<file path="config.mk">
export PLATFORM = sky130hd
export DESIGN_NAME = serial_frame_receiver_top
export DESIGN_NICKNAME = d
export VERILOG_FILES = /design/src/sv/sfr_pkg.sv /design/src/sv/serial_frame_receiver_top.sv
export VERILOG_INCLUDE_DIRS = /design/src /design/src/sv
export SDC_FILE = /design/constraint.sdc
export NUM_CORES = 1
export LEC_CHECK = 0
export BUFFER_PORTS_ARGS = -buffer_cell sky130_fd_sc_hd__buf_2
export CORE_MARGIN = 2
export CORE_UTILIZATION = 40
export CTS_CLUSTER_SIZE = 8
export DETAILED_ROUTE_END_ITERATION = 8
export GPL_TIMING_DRIVEN = 0
export RECOVER_POWER = 100
export SLEW_MARGIN = 20
export SYNTH_ARGS = -nofsm -noshare
export SYNTH_HDL_FRONTEND = slang
export SYNTH_SLANG_ARGS = --single-unit
</file>
<file path="constraint.sdc">
create_clock -name clk -period 4.2 [get_ports clk]
set_clock_uncertainty 0.15 [all_clocks]
set_input_delay 0.84 -clock clk [delete_from_list [all_inputs] [get_ports clk]]
set_output_delay 0.84 -clock clk [all_outputs]
set_load 0.01 [all_outputs]
</file>
<file path="src/sv/serial_frame_receiver_top_defines.svh">
// Assertion macros for the serial frame receiver.
// Used by serial_frame_receiver_top; expects clk and rst_n in scope.
`ifndef SERIAL_FRAME_RECEIVER_TOP_DEFINES_SVH
`define SERIAL_FRAME_RECEIVER_TOP_DEFINES_SVH

// Same-cycle implication, disabled in reset.
`define SFR_ASSERT_NOW(label, ante, cons, msg) \
    label: assert property (@(posedge clk) disable iff (!rst_n) (ante) |-> (cons)) \
        else $error(msg);

// Next-cycle implication, disabled in reset.
`define SFR_ASSERT_NEXT(label, ante, cons, msg) \
    label: assert property (@(posedge clk) disable iff (!rst_n) (ante) |=> (cons)) \
        else $error(msg);

`endif

</file>
<file path="src/sv/sfr_pkg.sv">
// Shared types and constants for the serial frame receiver.
// No dependencies.
`default_nettype none

package sfr_pkg;

    localparam int DATA_W = 8;
    localparam int IDX_W  = 6;
    localparam int CFG_W  = 2;

    localparam logic [DATA_W-1:0] DEVICE_ID_SINGLE = 8'd1;

    localparam logic [CFG_W-1:0] REG_OWN_ID       = 2'd0;
    localparam logic [CFG_W-1:0] REG_PEER_ID_A    = 2'd1;
    localparam logic [CFG_W-1:0] REG_PEER_ID_B    = 2'd2;
    localparam logic [CFG_W-1:0] REG_BROADCAST_ID = 2'd3;

    localparam logic [DATA_W-1:0] OWN_ID_RST       = 8'd172;
    localparam logic [DATA_W-1:0] PEER_ID_A_RST    = 8'd184;
    localparam logic [DATA_W-1:0] PEER_ID_B_RST    = 8'd183;
    localparam logic [DATA_W-1:0] BROADCAST_ID_RST = 8'd254;

    typedef enum logic [8:0] {
        ST_OWN  = 9'b000000001,
        ST_PEER = 9'b000000010,
        ST_DEV  = 9'b000000100,
        ST_TYPE = 9'b000001000,
        ST_LEN  = 9'b000010000,
        ST_PAY  = 9'b000100000,
        ST_SUM  = 9'b001000000,
        ST_RD   = 9'b010000000,
        ST_OUT  = 9'b100000000
    } state_t;

endpackage

`default_nettype wire

</file>
<file path="src/sv/serial_frame_receiver_top.sv">
// Serial frame receiver top level: parser, payload memory and result drain.
// Depends on sfr_pkg and serial_frame_receiver_top_defines.svh.
`default_nettype none
`include "serial_frame_receiver_top_defines.svh"

// Parses frames (own id, sender id, device id, type, length, payload,
// checksum) from a byte stream at one byte per cycle outside the payload
// drain. Payload bytes go into a PAYLOAD_LIMIT-entry memory. After a checksum
// byte that brings the 8-bit sum to zero, the stored payload drains as one
// result per byte, each via a memory read state and an output load state,
// while rx input is held off; the next byte is taken as soon as the last
// result sits in the output register. Bad frames leave no result. The memory
// needs no clearing after reset, so the block is ready right out of reset.
module serial_frame_receiver_top
    import sfr_pkg::*;
#(
    parameter int PAYLOAD_LIMIT = 64
) (
    input  wire logic              clk,
    input  wire logic              rst_n,
    input  wire logic              cfg_valid,
    output logic                   cfg_ready,
    input  wire logic [CFG_W-1:0]  cfg_index,
    input  wire logic [DATA_W-1:0] cfg_data,
    input  wire logic              in_valid,
    output logic                   in_ready,
    input  wire logic [DATA_W-1:0] rx_byte,
    output logic                   out_valid,
    input  wire logic              out_ready,
    output logic [DATA_W-1:0]      packet_type,
    output logic [DATA_W-1:0]      declared_length,
    output logic [IDX_W-1:0]       byte_index,
    output logic [DATA_W-1:0]      payload_byte,
    output logic                   last_byte
);

    localparam int AW    = (PAYLOAD_LIMIT > 2) ? $clog2(PAYLOAD_LIMIT) : 1;
    localparam int CNT_W = $clog2(PAYLOAD_LIMIT + 1);
    localparam logic [CNT_W-1:0] CNT_LIMIT = CNT_W'(PAYLOAD_LIMIT);

    state_t state_reg, state_next;

    logic [DATA_W-1:0] own_id_reg, peer_a_reg, peer_b_reg, bcast_reg;
    logic [DATA_W-1:0] sum_reg, sum_next;
    logic [DATA_W-1:0] type_reg, type_next;
    logic [DATA_W-1:0] len_reg, len_next;
    logic [CNT_W-1:0]  cnt_reg, cnt_next;
    logic [CNT_W-1:0]  rd_idx_reg, rd_idx_next;

    logic              out_valid_reg, out_valid_next;
    logic [DATA_W-1:0] out_type_reg, out_len_reg, out_data_reg;
    logic [IDX_W-1:0]  out_idx_reg;
    logic              out_last_reg;

    logic [DATA_W-1:0] mem [PAYLOAD_LIMIT];
    logic [DATA_W-1:0] rd_data_reg;

    logic              in_xfer, mem_we, mem_re, out_load, rd_last;
    logic [DATA_W-1:0] sum_add;
    logic [CNT_W-1:0]  cnt_inc, rd_idx_inc;

    assign cfg_ready = 1'b1;
    assign in_ready  = (state_reg != ST_RD) && (state_reg != ST_OUT);
    assign in_xfer   = in_valid && in_ready;
    assign sum_add   = sum_reg + rx_byte;
    assign cnt_inc   = cnt_reg + CNT_W'(1);
    assign rd_idx_inc = rd_idx_reg + CNT_W'(1);
    assign rd_last   = (rd_idx_inc == cnt_reg);
    assign mem_we    = in_xfer && (state_reg == ST_PAY);
    assign mem_re    = (state_reg == ST_RD);
    assign out_load  = (state_reg == ST_OUT) && (!out_valid_reg || out_ready);

    always_comb
    begin
        state_next  = state_reg;
        sum_next    = sum_reg;
        type_next   = type_reg;
        len_next    = len_reg;
        cnt_next    = cnt_reg;
        rd_idx_next = rd_idx_reg;
        case (state_reg)
            ST_OWN:
            begin
                if (in_xfer && rx_byte == own_id_reg)
                begin
                    sum_next   = rx_byte;
                    state_next = ST_PEER;
                end
            end
            ST_PEER:
            begin
                if (in_xfer)
                begin
                    if (rx_byte == peer_a_reg || rx_byte == peer_b_reg)
                    begin
                        sum_next   = sum_add;
                        state_next = ST_DEV;
                    end
                    else
                    begin
                        state_next = ST_OWN;
                    end
                end
            end
            ST_DEV:
            begin
                if (in_xfer)
                begin
                    if (rx_byte == DEVICE_ID_SINGLE || rx_byte == bcast_reg)
                    begin
                        sum_next   = sum_add;
                        state_next = ST_TYPE;
                    end
                    else
                    begin
                        state_next = ST_OWN;
                    end
                end
            end
            ST_TYPE:
            begin
                if (in_xfer)
                begin
                    sum_next   = sum_add;
                    type_next  = rx_byte;
                    state_next = ST_LEN;
                end
            end
            ST_LEN:
            begin
                if (in_xfer)
                begin
                    sum_next   = sum_add;
                    len_next   = rx_byte;
                    cnt_next   = '0;
                    state_next = ST_PAY;
                end
            end
            ST_PAY:
            begin
                if (in_xfer)
                begin
                    sum_next = sum_add;
                    cnt_next = cnt_inc;
                    if (cnt_inc >= CNT_LIMIT)
                    begin
                        state_next = ST_OWN;
                    end
                    else if (DATA_W'(cnt_inc) >= len_reg)
                    begin
                        state_next = ST_SUM;
                    end
                end
            end
            ST_SUM:
            begin
                if (in_xfer)
                begin
                    sum_next    = sum_add;
                    rd_idx_next = '0;
                    state_next  = (sum_add == '0) ? ST_RD : ST_OWN;
                end
            end
            ST_RD:
            begin
                state_next = ST_OUT;
            end
            ST_OUT:
            begin
                if (out_load)
                begin
                    rd_idx_next = rd_idx_inc;
                    state_next  = rd_last ? ST_OWN : ST_RD;
                end
            end
            default:
            begin
                state_next = ST_OWN;
            end
        endcase
    end

    always_comb
    begin
        out_valid_next = out_valid_reg;
        if (out_load)
        begin
            out_valid_next = 1'b1;
        end
        else if (out_ready)
        begin
            out_valid_next = 1'b0;
        end
    end

    always_ff @(posedge clk or negedge rst_n)
    begin
        if (!rst_n)
        begin
            state_reg     <= ST_OWN;
            sum_reg       <= '0;
            type_reg      <= '0;
            len_reg       <= '0;
            cnt_reg       <= '0;
            rd_idx_reg    <= '0;
            out_valid_reg <= 1'b0;
            own_id_reg    <= OWN_ID_RST;
            peer_a_reg    <= PEER_ID_A_RST;
            peer_b_reg    <= PEER_ID_B_RST;
            bcast_reg     <= BROADCAST_ID_RST;
        end
        else
        begin
            state_reg     <= state_next;
            sum_reg       <= sum_next;
            type_reg      <= type_next;
            len_reg       <= len_next;
            cnt_reg       <= cnt_next;
            rd_idx_reg    <= rd_idx_next;
            out_valid_reg <= out_valid_next;
            if (cfg_valid && cfg_ready)
            begin
                case (cfg_index)
                    REG_OWN_ID:       own_id_reg <= cfg_data;
                    REG_PEER_ID_A:    peer_a_reg <= cfg_data;
                    REG_PEER_ID_B:    peer_b_reg <= cfg_data;
                    REG_BROADCAST_ID: bcast_reg  <= cfg_data;
                    default:          own_id_reg <= own_id_reg;
                endcase
            end
        end
    end

    always_ff @(posedge clk)
    begin
        if (mem_we)
        begin
            mem[cnt_reg[AW-1:0]] <= rx_byte;
        end
        if (mem_re)
        begin
            rd_data_reg <= mem[rd_idx_reg[AW-1:0]];
        end
    end

    always_ff @(posedge clk)
    begin
        if (out_load)
        begin
            out_type_reg <= type_reg;
            out_len_reg  <= len_reg;
            out_idx_reg  <= IDX_W'(rd_idx_reg);
            out_data_reg <= rd_data_reg;
            out_last_reg <= rd_last;
        end
    end

    assign out_valid       = out_valid_reg;
    assign packet_type     = out_type_reg;
    assign declared_length = out_len_reg;
    assign byte_index      = out_idx_reg;
    assign payload_byte    = out_data_reg;
    assign last_byte       = out_last_reg;

    `SFR_ASSERT_NOW(a_drain_blocks_input, (state_reg == ST_RD || state_reg == ST_OUT),
        !in_ready, "input taken during payload drain")
    `SFR_ASSERT_NOW(a_read_in_range, (state_reg == ST_RD || state_reg == ST_OUT),
        (rd_idx_reg < cnt_reg), "drain index past stored payload")
    `SFR_ASSERT_NOW(a_count_below_limit, (state_reg == ST_PAY),
        (cnt_reg < CNT_LIMIT), "payload count reached limit while storing")
    `SFR_ASSERT_NEXT(a_last_ends_drain, (out_load && rd_last),
        (state_reg == ST_OWN && out_valid_reg), "drain did not end on last result")

endmodule

`default_nettype wire
</file>
# [Word level (Yosys, flattened, before mapping)]
# Memory sizes are Yosys's and may differ from the RTL's. A register that Yosys moved wholly into a read port is not among the register bits.
# Index checks and enable logic that the tools add are counted.
[totals] register_bits=111 ramBits=512 inputBits=23 word_cells=111 mem_count=1
[op_classes] add_sub_neg=3 magnitude_cmp=2 n_eq_ne=32 mux=31 reduce_logical=26
[mem_list] name="mem" words=64 word_bits=8 rd=1 rd_clocked_by_memory_dff=1 write_ports=1 line="serial_frame_receiver_top.sv:55" source="logic [DATA_W-1:0] mem [PAYLOAD_LIMIT];"
[op_table] cell="9-bit two-way mux" count=10
[op_table] cell="9-bit case mux with 9 select lines" count=1
[op_table] cell="8-bit two-way mux" count=8
[op_table] cell="8-bit == test" count=4
[op_table] cell="8-bit case mux with 4 select lines" count=1
[op_table] cell="7-bit case mux with 2 select lines" count=2
[op_table] cell="7-bit two-way mux" count=3
[op_table] cell="2-bit != test (second input constant)" count=10
[op_table] cell="7-bit by 1-bit adder with 7-bit output (second input constant)" count=2
[op_table] cell="2-bit AND reduction" count=6
[op_table] cell="9-bit by 1-bit == test with 1-bit output (second input constant)" count=1
[op_table] cell="9-bit by 2-bit == test with 1-bit output (second input constant)" count=1
[op_table] cell="9-bit by 3-bit == test with 1-bit output (second input constant)" count=1
[op_table] cell="9-bit by 4-bit == test with 1-bit output (second input constant)" count=1
[op_table] cell="9-bit by 5-bit == test with 1-bit output (second input constant)" count=1
[op_table] cell="9-bit by 6-bit == test with 1-bit output (second input constant)" count=1
[op_table] cell="9-bit by 7-bit == test with 1-bit output (second input constant)" count=1
[op_table] cell="9-bit by 8-bit == test with 1-bit output (second input constant)" count=1
[op_table] cell="9-bit == test (second input constant)" count=1
[op_table] cell="9-bit by 8-bit != test with 1-bit output (second input constant)" count=1
[op_table] cell="9-bit != test (second input constant)" count=1
[op_table] cell="9-bit AND reduction" count=1
[op_table] cell="8-bit adder" count=1
[op_table] cell="8-bit by 1-bit == test with 1-bit output (second input constant)" count=1
[op_table] cell="other kinds (20)" count=33

# [Longest topological paths before layout]
# Gate-level depths: netlist of the first run.
[depth] depth_word=6 depth_mapped=12 mapped_depth_nobuf=11

# [Worst setup path after synthesis of the first run]
# No wires, ideal clock.
[synth_timing] path_kind="input port to flip-flop" from="input port rx_byte[0]" to="register state_reg[0]" setup_time_ps=82 t_arrival_ps=2961 required_time_ps=3968 slack_ps=1006 path_stages=8 path_buffers=0 path_cell_list="ha_1 fa_1 xor2_1 or3_1 or3_1 nor4_1 o2111ai_1 mux2_4"
[synth_between] elab_chain_len=5 elab_cells_between_ends=19
[synth_lines] element="start, declared" line="serial_frame_receiver_top.sv:27" source="input wire logic [DATA_W-1:0] rx_byte,"
[synth_lines] element="8-bit adder, or another cell as far along" line="serial_frame_receiver_top.sv:65" source="assign sum_add = sum_reg + rx_byte;"
[synth_lines] element="8-bit zero test, or another cell as far along" line="serial_frame_receiver_top.sv:161" source="state_next = (sum_add == '0) ? ST_RD : ST_OWN;"
[synth_lines] element="8-bit two-way mux, or another cell as far along" line="serial_frame_receiver_top.sv:161"
[synth_lines] element="9-bit two-way mux (on tied branches)" line="serial_frame_receiver_top.sv:157, serial_frame_receiver_top.sv:92, serial_frame_receiver_top.sv:107"
[synth_lines] element="9-bit case mux with 9 select lines" line="serial_frame_receiver_top.sv:81" source="case (state_reg)"
[synth_lines] element="end signal, assigned" line="serial_frame_receiver_top.sv:214" source="state_reg <= state_next;"
[synth_lines] element="end, declared" line="serial_frame_receiver_top.sv:41" source="state_t state_reg, state_next;"
# Parallel ways exist; a longest one is shown, timed or not. The select of a mux whose other input is x is not followed.
# A chain may end at the register's enable or synchronous reset.

# [Worst setup path in the final report of the first run]
[layout_timing] from="register state_reg[2]" to="memory mem[11][2], enable pin"
[layout_between] elab_chain_len=6 elab_cells_between_ends=8
[layout_lines] element="9-bit by 8-bit != test with 1-bit output / 9-bit != test (equally long branches)" line="serial_frame_receiver_top.sv:63" source="assign in_ready = (state_reg != ST_RD) && (state_reg != ST_OUT);"
[layout_lines] element="1-bit logical AND" line="serial_frame_receiver_top.sv:63"
[layout_lines] element="1-bit logical AND" line="serial_frame_receiver_top.sv:64" source="assign in_xfer = in_valid && in_ready;"
[layout_lines] element="1-bit logical AND (*)" line="serial_frame_receiver_top.sv:69" source="assign mem_we = in_xfer && (state_reg == ST_PAY);"
[layout_lines] element="1-bit two-way mux (*)" line="serial_frame_receiver_top.sv:236" source="if (mem_we)"
[layout_lines] element="1-bit two-way mux (not written as such) (*)" line="serial_frame_receiver_top.sv:238" source="mem[cnt_reg[AW-1:0]] <= rx_byte;"
[layout_lines] element="end, declared" line="serial_frame_receiver_top.sv:55"
# Every way passes the cells marked *; elsewhere a longest branch is shown, timed or not.

==> summary.md, run 1 <==
| Metric | Value |
|---|---|
| Initial DRC Count | `1167` |
| Top fanout value on the critical path | `10` |
| Violations in the final reports | `max-capacitance violations, max-slew violations` |
| Arrival time reported for the critical path endpoint | `4.27 ns` |
| Max Slew Vio Count | `27` |
| Total length of routed wires | `58700 µm` |
| Mean area per synthesized cell | `19.9 µm²` |
| Kind of critical path | `register to register` |
| Least-Margin Pin Slew | `1.56 ns` |
| Clock period minus final worst setup slack | `4.19 ns` |
| DR pass1 iterations | `5` |
| Static leakage | `9.36 nW` |
| Mapped Cells | `1288` |
| Critical Path Most Common Cell | `sky130_fd_sc_hd__nor2_1` |
| Slowest CP cell | `sky130_fd_sc_hd__nor2_1` |
| Peak supply drop | `0.000274 V` |
| Number of warnings printed during yosys synthesis | `0` |
| Sequential fraction of the synthesis area | `0.726` |
| TritonCTS clock tree | `yes` |
| RSZ-0062 raised after global routing | `true` |
| CP Cell Sequence | `buf_6 > or4_4 > nor2_1 > and4_1 > and2_1 > buf_2 > nand3_1 > nor2_1` |
| Synth cell types | `57` |
| Clk sinks | `631` |
| Remaining routing DRC violations | `0` |
| Synth Register Bits | `631` |
| Initial Util | `0.405` |
| Most used standard cells in the synthesized netlist | `sky130_fd_sc_hd__edfxtp_1, sky130_fd_sc_hd__mux4_2, sky130_fd_sc_hd__nor2_1, sky130_fd_sc_hd__dfrtp_1, sky130_fd_sc_hd__mux2_2` |
| Overall fraction of global-route tracks in use | `0.181` |
| Final worst-path cycle share | `0.997` |
| Cell family contributing the most delay on the critical path | `simple AND/OR/NAND/NOR gates` |
| Fin. Hold Viols | `0` |
| Core Box Area | `0.0632 mm²` |
| Async S/R FF share, synth | `0.127` |
| Number of cells in the design after placement | `2192` |
| Number of rows in the core area | `92` |
| Power density of the placed cells | `486 mW/mm²` |
| CTS buffer count | `89` |
| Number of flops mapped to enable cells by yosys | `551` |
| Max FFs per register | `512` |
| Final total power | `14.3 mW` |
| Leading register cell type out of synthesis | `sky130_fd_sc_hd__edfxtp_1` |
| Net count of the mapped netlist | `1328` |
| Via count of the routed design | `12600` |
| Horizontal die dimension | `257 µm` |
| Port Buf Inserts | `55` |
| Max incr delay on CP | `0.93 ns` |
| Number of filler cells placed in the layout | `5243` |
| Clock-pin slew on the worst setup and hold paths | `0.06 ns` |
| Endpoint class of the critical path | `register` |
| First-pass GRT wire length | `87200 µm` |
| Startpoint kind of the worst setup timing path | `register` |
| Post-detailed-route count of antenna-violating nets | `0` |
| Most common cell in the netlist | `sky130_fd_sc_hd__edfxtp_1` |
| Main area contributors after synthesis | `sky130_fd_sc_hd__edfxtp_1, sky130_fd_sc_hd__mux4_2, sky130_fd_sc_hd__dfrtp_1` |
| Net count reported at finish | `1478` |
| Count of placed standard cells in the final layout, fillers left out | `2317` |
| Antenna cells | `0` |
| Clk buf depth | `3` |
| Via-per-instance ratio | `5.45` |
| Worst min path class | `register to register` |
| Buffer type at the clock tree root | `sky130_fd_sc_hd__clkbuf_16` |
| Syn Std Cell Area | `0.0256 mm²` |
| Yosys top cell area share | `0.647` |
| Setup violations, final | `0` |
| DP HPWL | `36800 µm` |
| Area grow syn2layout | `14.9%` |
| Cell taking the most area after synthesis | `sky130_fd_sc_hd__edfxtp_1` |
| Sum of overflow across all layers after global routing | `0` |
| Headroom to the max-slew limit | `-0.0392` |
| Die H | `257 µm` |
| Die footprint | `0.0660 mm²` |
| Buffering stage count on the worst path with inverters included | `2` |
| Weighted congestion reported at the end of routability-driven placement | `0.804` |
| Pin count of the biggest net entering global routing | `68` |
| CP Data Required Time | `4.28 ns` |
| Ratio of cells with drive above 1 in the final layout | `0.277` |
| Clock latency at the later pin of the worst-skew pair | `0.63 ns` |
| Maximum capacitance violations | `1` |
| H-tree levels | `3` |
| Count of pins on the block boundary | `57` |
| Routed length per instance | `25.3 µm` |
| Result of the run | `finished, violations left` |
| Number of antenna violations at the first check in global routing | `2` |
| Highest achievable clock rate | `0.239 GHz` |
| Number of global-route vias before repair | `13200` |
==> per-layer routing <==
metal / share of wire / track usage
met5: 0 / 0
met4: 0.023 / 0.0497
met3: 0.063 / 0.0387
met2: 0.49 / 0.299
met1: 0.42 / 0.244
==> power breakdown <==
part	switching, mW	internal [mW]
sequential	0.0728	6.98
clock	2.50	3.85
combinational	0.499	0.395
==> worst paths after layout <==
kind / start / to / slack (ns) / cells after the start
min reg2reg: rd_idx_reg[3] / byte_index[3] / 0.29 / 0
min in group asynchronous: rst_n / peer_b_reg[6] / 1.00 / 2
max reg2reg: state_reg[2] / mem[11][2] / 0.01 / 8
max: state_reg[2] / mem[11][2] / 0.01 / 8
max in group asynchronous: rst_n / rd_idx_reg[0] / 0.78 / 3
min: rd_idx_reg[3] / byte_index[3] / 0.29 / 0
==> cell families (layout without fill, tap and decap cells) <==
group	after synthesis	after routing	share of synthesized area
muxes	230	230	0.176
adders and majority gates	17	17	0.00861
and+or+nand+nor	205	205	0.0395
AOI/OAI and AO/OA	66	66	0.0169
DFF	631	631	0.726
buffers and inverters	80	263	0.0130
xor gates and xnor gates	58	58	0.0199
other	1	1	0.000147
==> final cells by class <==
cell class	instances	area [µm²]	area share
sequential	631	18600	0.632
multi-input combinational	577	6710	0.228
clock buffer	117	2350	0.0801
tap	846	1060	0.0360
timing repair buffer	59	285	0.00971
buffer	67	277	0.00941
clock inverter	7	88.8	0.00302
inverter	13	48.8	0.00166
==> stage by stage <==
stage                     setup TNS, ns  area (µm²)  setup slack [ns]  hold slack [ns]  utilization
after floorplan                       0       25600              1.01            0.250            -
after global placement            -3.96       26900            -0.450            0.280        0.426
after detailed placement          -3.33       27000            -0.295            0.285        0.427
after CTS                             0       29500            0.0264            0.293        0.466
after global routing              -6.91       29400            -0.127            0.303        0.465
final                                 0       29400            0.0107            0.293        0.465
==> what timing repair did <==
item | 4_1_cts | 5_1_grt
endpoints found under the hold margin | 13 | 0
hold buffers | 1 | 0
setup endpoints to repair | 0 | 195
gates resized for setup | 0 | 23
setup buffers | 0 | 0
==> cells in the final DEF (no fill, tap or decap), types with 6 or more instances in the layout <==
master,instances
sky130_fd_sc_hd__nor4_1,6
sky130_fd_sc_hd__xor2_1,19
sky130_fd_sc_hd__nor2_2,23
sky130_fd_sc_hd__a22o_1,6
sky130_fd_sc_hd__clkbuf_1,104
sky130_fd_sc_hd__nand2_1,30
sky130_fd_sc_hd__nor2_1,69
sky130_fd_sc_hd__mux2_2,54
sky130_fd_sc_hd__ha_1,16
sky130_fd_sc_hd__a21oi_1,9
sky130_fd_sc_hd__edfxtp_1,551
sky130_fd_sc_hd__nor3_1,6
sky130_fd_sc_hd__mux4_2,168
sky130_fd_sc_hd__dfstp_2,22
sky130_fd_sc_hd__xnor2_1,39
sky130_fd_sc_hd__nand3_1,17
sky130_fd_sc_hd__nand4_1,12
sky130_fd_sc_hd__o21ai_0,22
sky130_fd_sc_hd__nor2b_1,7
sky130_fd_sc_hd__buf_2,21
sky130_fd_sc_hd__buf_4,9
sky130_fd_sc_hd__inv_1,13
sky130_fd_sc_hd__dfrtp_1,58
sky130_fd_sc_hd__clkbuf_16,90
sky130_fd_sc_hd__buf_1,13
Power figures use the tool's default switching activity.
==> inputs of run 2 (changes only) <==
- MAX_ROUTING_LAYER: default -> met4
==> run 2 against run 1 <==
Net effect: the run still ends with max-capacitance violations, max-slew violations left; power is 0.14% higher; wire length about the same; worst setup slack gained 0.027 ns; first-iteration DRC count is 0.86% lower; fmax increased by 0.65%; register-to-register slack better by 0.03 ns; non-clock buffer count stayed put.
==> summary.md, run 2 (same netlist as run 1, synthesis figures left out) <==
| Metric | Value |
|---|---|
| Result of the run | `finished, violations left` |
| Violations in the final reports | `max-capacitance violations, max-slew violations` |
| Number of cells in the design after placement | `2192 (unchanged)` |
| Power density of the placed cells | `486 mW/mm² (about the same)` |
| Post-detailed-route count of antenna-violating nets | `0 (unchanged)` |
| Clock latency at the later pin of the worst-skew pair | `0.63 ns (about the same)` |
| Via-per-instance ratio | `5.46 (about the same)` |
| Smallest hold slack | `0.291 ns (-0.00167 ns)` |
| Core Box Area | `0.0632 mm² (unchanged)` |
| Count of pins on the block boundary | `57 (unchanged)` |
| Via count of the routed design | `12600 (+0.063%)` |
| Worst-case register-to-register setup slack | `0.04 ns (+0.03 ns)` |
| Max incr delay on CP | `0.95 ns (+0.02 ns)` |
| Headroom to the max-slew limit | `-0.0381 (+0.00107)` |
| Clock-pin slew on the worst setup and hold paths | `0.06 ns (about the same)` |
| Peak supply drop | `0.000274 V (about the same)` |
| CTS buffer count | `89 (unchanged)` |
| Antenna cells | `0 (unchanged)` |
| H-tree levels | `3 (unchanged)` |
| Most frequent cells in the layout | `sky130_fd_sc_hd__edfxtp_1, sky130_fd_sc_hd__mux4_2, sky130_fd_sc_hd__clkbuf_16` |
| Source of the critical timing path | `state_reg[2]` |
| Buffer type at the clock tree root | `sky130_fd_sc_hd__clkbuf_16` |
| Horizontal die dimension | `257 µm (unchanged)` |
| Buffering stage count on the worst path with inverters included | `2 (unchanged)` |
| FF-to-FF path depth | `8 (unchanged)` |
| Port Buf Inserts | `55 (unchanged)` |
| CP Data Required Time | `4.28 ns (about the same)` |
| Number of filler cells placed in the layout | `5225 (-0.34%)` |
| Clk sinks | `631 (unchanged)` |
| Kind of critical path | `register to register` |
| First-pass GRT wire length | `87200 µm (about the same)` |
| Sum of overflow across all layers after global routing | `0 (unchanged)` |
| Worst min path class | `register to register` |
| Arrival time reported for the critical path endpoint | `4.25 ns (-0.02 ns)` |
| Die H | `257 µm (unchanged)` |
| Initial Util | `0.405 (unchanged)` |
| Max Slew Vio Count | `27 (unchanged)` |
| Static leakage | `9.48 nW (+1.3%)` |
| Final core occ | `0.466 (+0.00111)` |
| DR pass1 iterations | `5 (unchanged)` |
| Total Neg Setup Slack | `0 ns (unchanged)` |
| Startpoint kind of the worst setup timing path | `register` |
| Initial DRC Count | `1157 (-0.86%)` |
| Weighted congestion reported at the end of routability-driven placement | `0.815 (+1.4%)` |
| Routed length per instance | `25.3 µm (about the same)` |
| Clk buf depth | `3 (unchanged)` |
| Final total power | `14.3 mW (+0.14%)` |
| Cell family contributing the most delay on the critical path | `simple AND/OR/NAND/NOR gates` |
| Reg-to-reg critical path endpoint | `mem[53][6]` |
| Count of placed standard cells in the final layout, fillers left out | `2317 (unchanged)` |
| CP Cell Sequence | `buf_6 > or4_4 > nor2_1 > and4_1 > and2_1 > buf_2 > nand3_1 > nor2_1` |
| Maximum capacitance violations | `1 (unchanged)` |
| Number of global-route vias before repair | `13200 (+0.16%)` |
| Number of rows in the core area | `92 (unchanged)` |
| Top fanout value on the critical path | `10 (unchanged)` |
| Die footprint | `0.0660 mm² (unchanged)` |
| Endpoint class of the critical path | `register` |
| Critical Path Sink | `mem[53][6]` |
| Fin. Hold Viols | `0 (unchanged)` |
| Overall fraction of global-route tracks in use | `0.186 (+0.00528)` |
| Highest achievable clock rate | `0.240 GHz (+0.65%)` |
| DP HPWL | `36800 µm (unchanged)` |
| Clock period minus final worst setup slack | `4.16 ns (-0.0272 ns)` |
| Setup violations, final | `0 (unchanged)` |
| Number of stages on the worst setup path | `8 (unchanged)` |
| TritonCTS clock tree | `yes` |
| Slowest CP cell | `sky130_fd_sc_hd__nor2_1` |
| Critical Path Most Common Cell | `sky130_fd_sc_hd__nor2_1` |
| Number of antenna violations at the first check in global routing | `2 (unchanged)` |
| Remaining routing DRC violations | `0 (unchanged)` |
| RSZ-0062 raised after global routing | `true` |
| Final worst-path cycle share | `0.991 (-0.00648)` |
| Area grow syn2layout | `15.2%` |
| Leading cell type in the layout, fill and taps excluded | `sky130_fd_sc_hd__edfxtp_1` |
| Net count reported at finish | `1478 (unchanged)` |
| Pin count of the biggest net entering global routing | `68 (unchanged)` |
| Setup fix buffers added after clock tree synthesis | `0 (unchanged)` |
| Max FFs per register | `512 (unchanged)` |
| Ratio of cells with drive above 1 in the final layout | `0.299 (+0.0218)` |
| Least-Margin Pin Slew | `1.56 ns (-0.00160 ns)` |
| Total length of routed wires | `58600 µm (about the same)` |
| Reg-to-reg startpoint | `state_reg[2]` |
run 2: changes by cell type in the layout (fill, tap and decap cells not counted), sizes merged:
cell	before	now
clkbuf	197	162
buf	45	80
run 2: layout make-up:
class,instances,area [µm²],share of cell area
sequential,631,18600,0.630
clock inverter,7,88.8,0.00302
timing repair buffer,59,349,0.0118
tap,846,1060,0.0359
inverter,13,48.8,0.00166
buffer,67,285,0.00968
multi-input combinational,577,6700,0.228
clock buffer,117,2350,0.0799
run 2: what timing repair did:
action                     in CTS  in global routing
setup endpoints to repair       0                203
hold endpoints to repair       13                  0
gates resized for setup         0                 15
hold buffers                    1                  0
run 2: worst register-to-register path, delay by kind of cell, from the launching register on:
family | cells | cell delay (ns)
and+or+nand+nor | 6 | 2.91
DFF | 1 | 0.37
buffers and inverters | 2 | 0.34
run 2: power by group:
| part | switching [mW] | leakage, nW | internal, mW | total [mW] |
|---|---|---|---|---|
| sequential | 0.0732 | 5.94 | 6.98 | 7.05 |
| clock | 2.50 | 1.18 | 3.86 | 6.36 |
| combinational | 0.507 | 2.36 | 0.406 | 0.912 |
run 2: routing by layer:
| layer | GRT usage | share of wire |
|---|---|---|
| met1 | 0.241 | 0.42 |
| met2 | 0.301 | 0.50 |
| met3 | 0.0406 | 0.062 |
| met4 | 0.0493 | 0.022 |
| met5 | - | 0 |
run 2: metrics by stage:
stage / instance area [µm²] / setup WS, ns
3_3_place_gp: 26900 / -0.450
5_1_grt: 29500 / -0.105
6_report: 29500 / 0.0379
2_1_floorplan: 25600 / 1.01
4_1_cts: 29500 / 0.0264
3_5_place_dp: 27000 / -0.295
run 2: how the worst min path moves through the flow:
stage / start / to / slack (ns) / cells past startpoint
6_report: rd_idx_reg[3] / byte_index[3] / 0.29 / 0
5_1_grt: type_reg[5] / packet_type[5] / 0.30 / 0
4_1_cts: rd_idx_reg[3] / byte_index[3] / 0.29 / 0
3_5_place_dp: rd_idx_reg[3] / byte_index[3] / 0.29 / 0
3_3_place_gp: type_reg[6] / packet_type[6] / 0.28 / 0
2_1_floorplan: rd_data_reg[0] / payload_byte[0] / 0.25 / 0
